===== src/sv/pts_pkg.sv =====
// ----------------------------------------------------------------------------
// pts_pkg
// Shared types and constants of the priority task scheduler.
// ----------------------------------------------------------------------------
package pts_pkg;

  localparam int TASK_SLOTS = 8;
  localparam int SLOT_W     = (TASK_SLOTS > 1) ? $clog2(TASK_SLOTS) : 1;

  typedef enum logic [1:0] {
    SLOT_DEAD    = 2'd0,
    SLOT_READY   = 2'd1,
    SLOT_RUNNING = 2'd2,
    SLOT_BLOCKED = 2'd3
  } slot_state_e;

  localparam logic ACT_WRITE = 1'b0;
  localparam logic ACT_SCHED = 1'b1;

  typedef struct packed {
    logic [31:0]       now;
    logic [SLOT_W-1:0] cur;
  } bcast_t;

  typedef struct packed {
    logic              valid;
    logic [SLOT_W-1:0] slot;
    slot_state_e       state;
    logic [7:0]        prio;
    logic [31:0]       wake;
  } wr_t;

  typedef struct packed {
    logic              valid;
    logic [SLOT_W-1:0] slot;
    logic              bump;
  } commit_t;

  typedef struct packed {
    logic              valid;
    logic              picked;
    logic [7:0]        best;
    logic [SLOT_W-1:0] pick;
    logic [31:0]       pick_runs;
    logic              cur_live;
  } tok_t;

endpackage


===== src/sv/pts_cell.sv =====
// ----------------------------------------------------------------------------
// pts_cell
// One task slot: holds its state, priority, wake tick and run count and
// refines the selection token on its way down the chain.
// ----------------------------------------------------------------------------
module pts_cell (
  input  logic                      clk_i,
  input  logic                      rst_ni,
  input  logic [pts_pkg::SLOT_W-1:0] idx_i,
  input  pts_pkg::bcast_t           bcast_i,
  input  pts_pkg::wr_t              wr_i,
  input  pts_pkg::commit_t          commit_i,
  input  pts_pkg::tok_t             tok_i,
  output pts_pkg::tok_t             tok_o
);
  import pts_pkg::*;

  slot_state_e state_q, state_d;
  logic [7:0]  prio_q, prio_d;
  logic [31:0] wake_q, wake_d;
  logic [31:0] runs_q, runs_d;
  tok_t        tok_q, tok_d;

  slot_state_e st_eff, st_new;
  logic        is_cur, live;

  always_comb begin
    is_cur = (idx_i == bcast_i.cur);
    st_eff = (is_cur && state_q == SLOT_RUNNING) ? SLOT_READY : state_q;
    st_new = st_eff;
    if (st_eff == SLOT_BLOCKED && bcast_i.now >= wake_q) begin
      st_new = SLOT_READY;
    end
    live = (st_new == SLOT_READY) || (st_new == SLOT_RUNNING);

    tok_d = tok_i;
    if (tok_i.valid) begin
      if (live) begin
        if (prio_q > tok_i.best) begin
          tok_d.best      = prio_q;
          tok_d.pick      = idx_i;
          tok_d.picked    = 1'b1;
          tok_d.pick_runs = runs_q;
        end else if (prio_q == tok_i.best && tok_i.picked &&
                     idx_i > bcast_i.cur && tok_i.pick <= bcast_i.cur) begin
          tok_d.pick      = idx_i;
          tok_d.pick_runs = runs_q;
        end
      end
      if (is_cur) begin
        tok_d.cur_live = live;
      end
    end

    state_d = state_q;
    prio_d  = prio_q;
    wake_d  = wake_q;
    runs_d  = runs_q;
    priority if (wr_i.valid && wr_i.slot == idx_i) begin
      state_d = wr_i.state;
      prio_d  = wr_i.prio;
      wake_d  = wr_i.wake;
    end else if (commit_i.valid && commit_i.slot == idx_i) begin
      state_d = SLOT_RUNNING;
      if (commit_i.bump) begin
        runs_d = runs_q + 32'd1;
      end
    end else if (tok_i.valid) begin
      state_d = st_new;
    end
  end

  always_ff @(posedge clk_i or negedge rst_ni) begin
    if (!rst_ni) begin
      state_q <= SLOT_DEAD;
      prio_q  <= '0;
      wake_q  <= '0;
      runs_q  <= '0;
      tok_q   <= '0;
    end else begin
      state_q <= state_d;
      prio_q  <= prio_d;
      wake_q  <= wake_d;
      runs_q  <= runs_d;
      tok_q   <= tok_d;
    end
  end

  assign tok_o = tok_q;

endmodule


===== src/sv/priority_task_scheduler_core.sv =====
// ----------------------------------------------------------------------------
// priority_task_scheduler_core
// Priority task scheduler with round-robin tie-break over a chain of slots.
// ----------------------------------------------------------------------------
// Input stream (s_axis): tuser = action (0 write slot, 1 schedule).
//   A write transaction loads one task slot; its result is registered and
//   leaves in the cycle after acceptance. A schedule transaction sends a
//   selection token down the row of TASK_SLOTS slot cells, one cell per
//   cycle; the result is registered once the token leaves the last cell.
// Output stream (m_axis): one result transaction per input transaction.
// Throughput: one item at a time; a write every cycle while the receiver
//   takes results, and no new input during a schedule's token walk.
// The input is accepted while the scheduler is idle and the output register
//   is empty or being drained, so a stalled receiver holds the input off
//   after one pending result.
// Reset: all slots dead with zero priority, wake tick and run count; the
//   current slot and the switch counter are zero.
// ----------------------------------------------------------------------------
module priority_task_scheduler_core (
  input  logic        clk_i,
  input  logic        rst_ni,
  input  logic        s_axis_tvalid,
  output logic        s_axis_tready,
  // [2:0] slot_index, [4:3] slot_state, [12:5] slot_priority,
  // [44:13] wake_tick, [76:45] now_tick, [79:77] zero
  input  logic [79:0] s_axis_tdata,
  // [0] action
  input  logic        s_axis_tuser,
  output logic        m_axis_tvalid,
  input  logic        m_axis_tready,
  // [2:0] chosen_task, [3] switched, [35:4] total_switches,
  // [67:36] chosen_runs, [71:68] zero
  output logic [71:0] m_axis_tdata
);
  import pts_pkg::*;

  localparam logic ST_IDLE = 1'b0;
  localparam logic ST_WALK = 1'b1;

  logic              state_q, state_d;
  logic [SLOT_W-1:0] cur_q, cur_d;
  logic [31:0]       total_q, total_d;
  logic [31:0]       cur_runs_q, cur_runs_d;
  logic [31:0]       now_q, now_d;
  tok_t              start_q, start_d;
  logic              out_valid_q, out_valid_d;
  logic [71:0]       out_data_q, out_data_d;

  tok_t              tok [0:TASK_SLOTS];
  bcast_t            bcast;
  wr_t               wr;
  commit_t           commit;

  logic              accept, done;
  logic [2:0]        in_slot;
  logic [SLOT_W-1:0] pick;
  logic [31:0]       pick_runs;
  logic              same;

  assign in_slot       = s_axis_tdata[2:0];
  assign s_axis_tready = (state_q == ST_IDLE) && (!out_valid_q || m_axis_tready);
  assign accept        = s_axis_tvalid && s_axis_tready;
  assign done          = (state_q == ST_WALK) && tok[TASK_SLOTS].valid;

  assign bcast.now = now_q;
  assign bcast.cur = cur_q;

  assign wr.valid = accept && (s_axis_tuser == ACT_WRITE) &&
                    (32'(in_slot) < TASK_SLOTS);
  assign wr.slot  = SLOT_W'(in_slot);
  assign wr.state = slot_state_e'(s_axis_tdata[4:3]);
  assign wr.prio  = s_axis_tdata[12:5];
  assign wr.wake  = s_axis_tdata[44:13];

  assign tok[0] = start_q;

  for (genvar g = 0; g < TASK_SLOTS; g++) begin : g_cell
    pts_cell u_cell (
      .clk_i    (clk_i),
      .rst_ni   (rst_ni),
      .idx_i    (SLOT_W'(g)),
      .bcast_i  (bcast),
      .wr_i     (wr),
      .commit_i (commit),
      .tok_i    (tok[g]),
      .tok_o    (tok[g+1])
    );
  end

  always_comb begin
    pick      = tok[TASK_SLOTS].picked ? tok[TASK_SLOTS].pick : cur_q;
    pick_runs = tok[TASK_SLOTS].picked ? tok[TASK_SLOTS].pick_runs : cur_runs_q;
    same      = (pick == cur_q) && tok[TASK_SLOTS].cur_live;

    commit.valid = done;
    commit.slot  = same ? cur_q : pick;
    commit.bump  = !same;

    state_d     = state_q;
    cur_d       = cur_q;
    total_d     = total_q;
    cur_runs_d  = cur_runs_q;
    now_d       = now_q;
    start_d     = '0;
    out_valid_d = out_valid_q && !m_axis_tready;
    out_data_d  = out_data_q;

    if (accept) begin
      if (s_axis_tuser == ACT_SCHED) begin
        state_d       = ST_WALK;
        now_d         = s_axis_tdata[76:45];
        start_d.valid = 1'b1;
      end else begin
        out_valid_d = 1'b1;
        out_data_d  = {4'd0, cur_runs_q, total_q, 1'b0, 3'(cur_q)};
      end
    end

    if (done) begin
      state_d     = ST_IDLE;
      out_valid_d = 1'b1;
      if (same) begin
        out_data_d = {4'd0, cur_runs_q, total_q, 1'b0, 3'(cur_q)};
      end else begin
        cur_d      = pick;
        total_d    = total_q + 32'd1;
        cur_runs_d = pick_runs + 32'd1;
        out_data_d = {4'd0, pick_runs + 32'd1, total_q + 32'd1, 1'b1, 3'(pick)};
      end
    end
  end

  always_ff @(posedge clk_i or negedge rst_ni) begin
    if (!rst_ni) begin
      state_q     <= ST_IDLE;
      cur_q       <= '0;
      total_q     <= '0;
      cur_runs_q  <= '0;
      start_q     <= '0;
      out_valid_q <= 1'b0;
    end else begin
      state_q     <= state_d;
      cur_q       <= cur_d;
      total_q     <= total_d;
      cur_runs_q  <= cur_runs_d;
      start_q     <= start_d;
      out_valid_q <= out_valid_d;
    end
  end

  always_ff @(posedge clk_i) begin
    now_q      <= now_d;
    out_data_q <= out_data_d;
  end

  assign m_axis_tvalid = out_valid_q;
  assign m_axis_tdata  = out_data_q;

endmodule

===== config.mk =====
export PLATFORM = sky130hd
export DESIGN_NAME = priority_task_scheduler_core
export DESIGN_NICKNAME = d
export VERILOG_FILES = /design/src/sv/pts_pkg.sv /design/src/sv/pts_cell.sv /design/src/sv/priority_task_scheduler_core.sv
export SDC_FILE = /design/constraint.sdc
export NUM_CORES = 2
export LEC_CHECK = 0
export BUFFER_PORTS_ARGS = -buffer_cell sky130_fd_sc_hd__buf_2
export CORE_ASPECT_RATIO = 0.6
export CORE_MARGIN = 1.5
export CORE_UTILIZATION = 65
export CTS_BUF_LIST = sky130_fd_sc_hd__clkbuf_2 sky130_fd_sc_hd__clkbuf_4 sky130_fd_sc_hd__clkbuf_8
export DETAILED_ROUTE_END_ITERATION = 8
export GPL_TIMING_DRIVEN = 0
export PLACE_DENSITY_LB_ADDON = 0.3
export SLEW_MARGIN = 5
export SYNTH_ARGS = -nofsm -noshare
export SYNTH_HDL_FRONTEND = slang
export SYNTH_SLANG_ARGS = --single-unit

===== constraint.sdc =====
create_clock -name clk_i -period 5.2 [get_ports clk_i]
set_input_delay 0.26 -clock clk_i [delete_from_list [all_inputs] [get_ports clk_i]]
set_output_delay 0.26 -clock clk_i [all_outputs]
set_load 0.02 [all_outputs]

* Yosys cells after proc, flatten, opt, wreduce, memory -nomap -nowiden
Index checks and enable logic that the tools add are counted.
** Storage, ports and cells
- Output and inout bits :: 74
- Flip-flop bits (word level) :: 1126
- Bits of input ports :: 85
** Operators by class
- Eq/ne operators :: 62
- Magnitude comparators :: 30
- $add $sub $neg :: 10
- Multiplexer cells :: 102
- Bitwise operators :: 11
- Reductions and logical operators :: 95
** Operators by type and width (number)
- 2-to-1 mux 35 bit :: 14
- 2-to-1 mux 45 bit :: 8
- 2-to-1 mux 44 bit :: 8
- adder 32 x 1 -> 32 bit, second input constant :: 10
- >= comparator 32 bit :: 8
- 2-to-1 mux 72 bit :: 3
- 2-to-1 mux 2 bit :: 40
- 2-to-1 mux 9 bit :: 8
- 2-to-1 mux 68 bit :: 1
- 2-to-1 mux 32 bit :: 2
- logical AND 1 bit :: 59
- == test 8 bit :: 7
- greater-than comparator 8 bit :: 7
- == test 2 bit, second input constant :: 24
- == test 3 bit, second input constant :: 8
- AND reduction 3 bit :: 8
- nonzero test 3 bit :: 8
- <= comparator 3 bit :: 7
- == test 2 x 1 -> 1 bit, second input constant :: 8
- 2-to-1 mux 1 bit :: 16
- == test 3 x 2 -> 1 bit, second input constant :: 4
- == test 3 bit, first input constant :: 4
- greater-than comparator 3 bit, first input constant :: 4
- inverter 1 bit :: 11
- other kinds (14) :: 33

* Longest topological paths before layout
- Depth after elaboration :: 10
- Mapped depth :: 19

* Hierarchy
A second synthesis with hierarchy kept.
** Unflattened totals
- Cells, all modules :: 4653
- Area total of the unflattened synthesis :: 56869.5 µm²
** Modules (own cells, without submodules)
- pts_cell (g_cell[0].u_cell ...) :: seq. area each 3002.9 µm², area each 6075.8 µm², cells an instance 498, times used 7
- priority_task_scheduler_core :: seq. area each 4754.6 µm², area each 8262.9 µm², cells an instance 683, times used 1
- pts_cell (g_cell[7].u_cell) :: seq. area each 3002.9 µm², area each 6075.8 µm², cells an instance 484, times used 1

* Worst setup path after synthesis
Ideal clock, no wire load.
- Kind :: reg-to-reg
- Start point :: reg g_cell[7].u_cell.tok_q, in the netlist g_cell[7].u_cell.tok_o[44]
- End point :: reg out_data_q[58], in the netlist m_axis_tdata[58] (data pin)
- Cell stages (with the launch flop) :: 20
- Arrival :: 3.950 ns
- Required time :: 4.944 ns
- Setup slack :: 0.994 ns
- Library setup time :: 0.256 ns
- Period minus slack after synthesis :: 4.206 ns
- Cell sequence :: dfrtp_1 > buf_6 > buf_12 > buf_12 > buf_12 > buf_2 > buf_2 > clkbuf_1 > clkbuf_1 > mux2_2 > ha_1 > clkbuf_1 > o211ai_1 > or3_1 > clkbuf_1 > or2_2 > nor2_2 > xnor2_1 > a21oi_1 > o22a_1
** Between the ends
- Word-level cells in the longest chain between the ends :: 5
- Elaborated cells on any way between the ends :: 7
- Those cells by class :: add/sub: 1; eq/ne: 1; mux: 4; reduce/logical: 1
** Ends and longest elaborated chain
- start: declaration :: line pts_cell.sv:22 : tok_t tok_q, tok_d;
- start signal: assignment :: line pts_cell.sv:85 : tok_q <= tok_d;
- branches (longest 3 deep; another with adder 32 x 1 -> 32 bit)
- 2-to-1 mux 68 bit (*) :: line priority_task_scheduler_core.sv:122 : if (same) begin
- 2-to-1 mux 72 bit (*) :: line priority_task_scheduler_core.sv:119 : if (done) begin
- net out_data_d[58] :: line priority_task_scheduler_core.sv:47 : logic [71:0] out_data_q, out_data_d;
- end signal: assignment :: line priority_task_scheduler_core.sv:153 : out_data_q <= out_data_d;
- end: declaration :: line priority_task_scheduler_core.sv:47
Mark *: on every way through the listed nets, which the timed path passes.
A chain may end at the register's enable or synchronous reset.

* Worst setup path after layout
- Start point :: reg g_cell[7].u_cell.tok_q, in the netlist g_cell[7].u_cell.tok_o[44]
- End point :: reg out_data_q[62], in the netlist m_axis_tdata[62] (data pin)
Same word-level chain as after synthesis.

==> results.toml <==
[timing]
timing_worst_slew_pin_value_ns = 1.44
timing.slew.headroom_pct = 4.02
setup_violations = 0
setup_repair_after_global_routing_missed_its_margin = "no"
report.final.hold_viol_count = 0
slew_violations = 0
final.min_clock_period_ns = 4.87
final.period_utilization_pct = 93.7
hold-worst-slack_ns = 0.0494
fin_skew_ns = 0.0341
peak_clock_frequency_supported_by_timing_mhz = 205

[critical_path]
start_kind = "flop"
ws_path_type = "reg -> reg"
cp_slowest_stage_delay_ns = 0.45
crit_path_cell_trace = "buf_6 > buf_12 > buf_12 > buf_12 > buf_2 > buf_2 > clkbuf_2 > mux2_2 > ha_1 > clkbuf_1 > o211ai_1 > or3_1 > clkbuf_1 > or2_2 > nor2_4 > xnor2_1 > a21oi_1 > o22a_1"
worst_ep_arrival_time_ns = 5.46
critical_path_buf_inv_count = 9
endpoint_kind = "flop"
slowest_stage = "sky130_fd_sc_hd__buf_2"
worstPathMaxFanout = 19
critPathTopFamily = "buffers and inverters"
cp_data_required_time_ns = 5.79
critical_path_most_common_cell = "sky130_fd_sc_hd__buf_12"

[layout]
synthToLayoutAreaGrowth_pct = 12.5
final-seq-area_um2 = 28400
multi_input_area_um2 = 22100
final_area_um2 = 59000
num-nets-final = 5314
final_core_utilization_pct = 74.1
post_route_cells_drive_above_1_share_pct = 20.4
layout.filler_cells = 5225

[floorplan]
num_rows = 80
chipWidth_um = 370
core-area_um2 = 79700
initial_utilization_pct = 65.8
io-pin-count = 159
fp.dieArea_um2 = 82400
die_height_um = 223

[global_routing]
grt_util_overall_pct = 30.7
first_pass_grt_wire_length_mm = 196
groute.layer.met2.usage_pct = 41.0
met3_usage_pct = 8.82
antenna_violations_before_repair = 1
groute.layer.met1.usage_pct = 48.4
grt_max_degree = 158
number_of_global_route_vias_before_repair = 35098
global_route.overflow_total = 0
grt_busiest_layer = "met1"

[job]
cap_violations = 0

[drt]
vias = 35638
detail_route_antenna_nets = 0
post_drt_wl_per_cell_um = 20.4
iteration_0_drc_markers = 3729
first_pass_iters = 7
via_per_inst = 5.86
drc = 0
totalWireLength_mm = 124

[power_and_ir_drop]
power_density_nw_per_um2 = 440
worst_vdd_rail_ir_drop_uv = 297
power_leakage_uw = 0.0283

[clocking]
clk_latency_ns = 0.85
cts_setup_buffers = 0
clock_tree.root_cell = "sky130_fd_sc_hd__clkbuf_8"
cts-htree-levels = 4
cts-buffers-inserted = 159
clk_pin_slew_ns = 0.07
cts-root-to-sink-buffers = 3
clock-sinks = 1115
cts_tree = "yes"

[synthesis]
synth_area_um2 = 52400
netlist_top_cells_area = "sky130_fd_sc_hd__dfrtp_1, sky130_fd_sc_hd__mux2_2, sky130_fd_sc_hd__ha_1"
synth_seq_area_share_pct = 54.2
synth-edff-count = 100
yosys_most_used_dff = "sky130_fd_sc_hd__dfrtp_1"
yosys_register_bits = 1115
ys_async_sr_fraction_pct = 91.0
synth_cells = 4492
synthMostInstantiatedCell = "sky130_fd_sc_hd__dfrtp_1"
synth.lib_cells_used.distinct = 97
dominant_cell_type_by_area_after_synthesis = "sky130_fd_sc_hd__dfrtp_1"
synth.avg_cell_area_um2 = 11.7
synth.yosys.warnings = 0
netlist.area_leader.share_pct = 48.4
post_synth_most_frequent_cells = "sky130_fd_sc_hd__dfrtp_1, sky130_fd_sc_hd__mux2_2, sky130_fd_sc_hd__nand2_1"

[placed_design]
place_hpwl_mm = 88.2
io_buffer_count = 151
gp_congestion = 0.946
placed_standard_cell_area_um2 = 54800

[status]
run_status = "complete, no violations"

[min_path]
min_path_type = "in -> async"
[tightest hold or removal path: cells and delay by family]
kind	cells	cell delay, ns
buf+inv	3	1.04
[worst paths after layout]
path	start	slack (ns)	endpoint	depth (start not counted)
max reg2reg	g_cell[7].u_cell.tok_o[44]$_DFF_PN0_	0.33	m_axis_tdata[62]$_DFFE_PP_	18
min in group clk_i	s_axis_tvalid	0.07	start_q[45]$_DFF_PN0_	2
max	g_cell[7].u_cell.tok_o[44]$_DFF_PN0_	0.33	m_axis_tdata[62]$_DFFE_PP_	18
min reg2reg	start_q[45]$_DFF_PN0_	0.42	g_cell[0].u_cell.tok_o[45]$_DFF_PN0_	0
min	rst_ni	0.05	g_cell[4].u_cell.wake_q[5]$_DFFE_PN0P_	3
max in group asynchronous	rst_ni	3.19	g_cell[7].u_cell.runs_q[31]$_DFFE_PN0P_	5
[cells by family after synthesis]
| family | share of synthesized area (%) |
|---|---|
| DFF | 54.2 |
| and+or+nand+nor | 10.9 |
| AOI/OAI and AO/OA | 7.15 |
| buffers and inverters | 3.77 |
| muxes | 10.3 |
| xor gates and xnor gates | 5.70 |
| adders and majority gates | 8.02 |
| other | 0.00715 |
[per-layer routing]
layer	up-vias	part of all wire [%]
met2	1579	40
met3	204	11
met5	-	0
met1	17429	47
li1	16426	-
met4	0	1.9
[state kept, by name (all words and copies together), names as in the netlist]
signal and flops:
g_cell.u_cell.runs_q 256, cur_q 3, start_q 1, cur_runs_q 32
now_q 32, total_q 32, g_cell.u_cell.state_q 16, m_axis_tvalid 1
g_cell.u_cell.tok_o 353, g_cell.u_cell.prio_q 64, m_axis_tdata 68, state_q 1
g_cell.u_cell.wake_q 256
[area by class of cell]
type / count / share of cell area, %
antenna: 1 / 0.00424
inverter: 354 / 2.25
timing repair buffer: 238 / 3.07
multi-input combinational: 2890 / 37.4
clock inverter: 32 / 0.505
buffer: 135 / 1.09
sequential: 1115 / 48.1
clock buffer: 249 / 5.26
tap: 1066 / 2.26
[cells in the final DEF, fill, tap and decap left out, drive strengths merged, types with 39 or more instances in the layout]
master / n
a21o: 53
dlygate4sd3: 77
inv: 359
a21oi: 157
and2: 58
xnor2: 265
ha: 336
nor2: 135
nand3: 150
buf: 220
dfrtp: 1015
and3: 86
nand4: 124
nor3: 39
xor2: 76
nand2: 366
o21ai: 255
mux2: 471
edfxtp: 100
clkbuf: 325
[metrics by stage]
stage	total power [uW]	worst slack, ns	TNS, ns	cells
floorplan	16100	0.994	0	4495
global placement	18000	-17.66	-	5712
detailed placement	18400	-0.249	-1.03	5721
CTS	25900	0.0133	0	6080
global route	27400	0.0873	0	6079
finish	26000	0.330	0	6080
[report_power, final]
part           internal (uW)  total, uW  switching [uW]
Combinational           3010       7220            4210
Clock                   3990       7350            3360
Sequential             10400      11400             964
[repair_timing]
item,in CTS,in global routing
endpoints found under the setup margin,9,17
endpoints found under the hold margin,839,0
hold buffers,78,0
resized for setup,2,0
(Power assumes the default switching activity.)
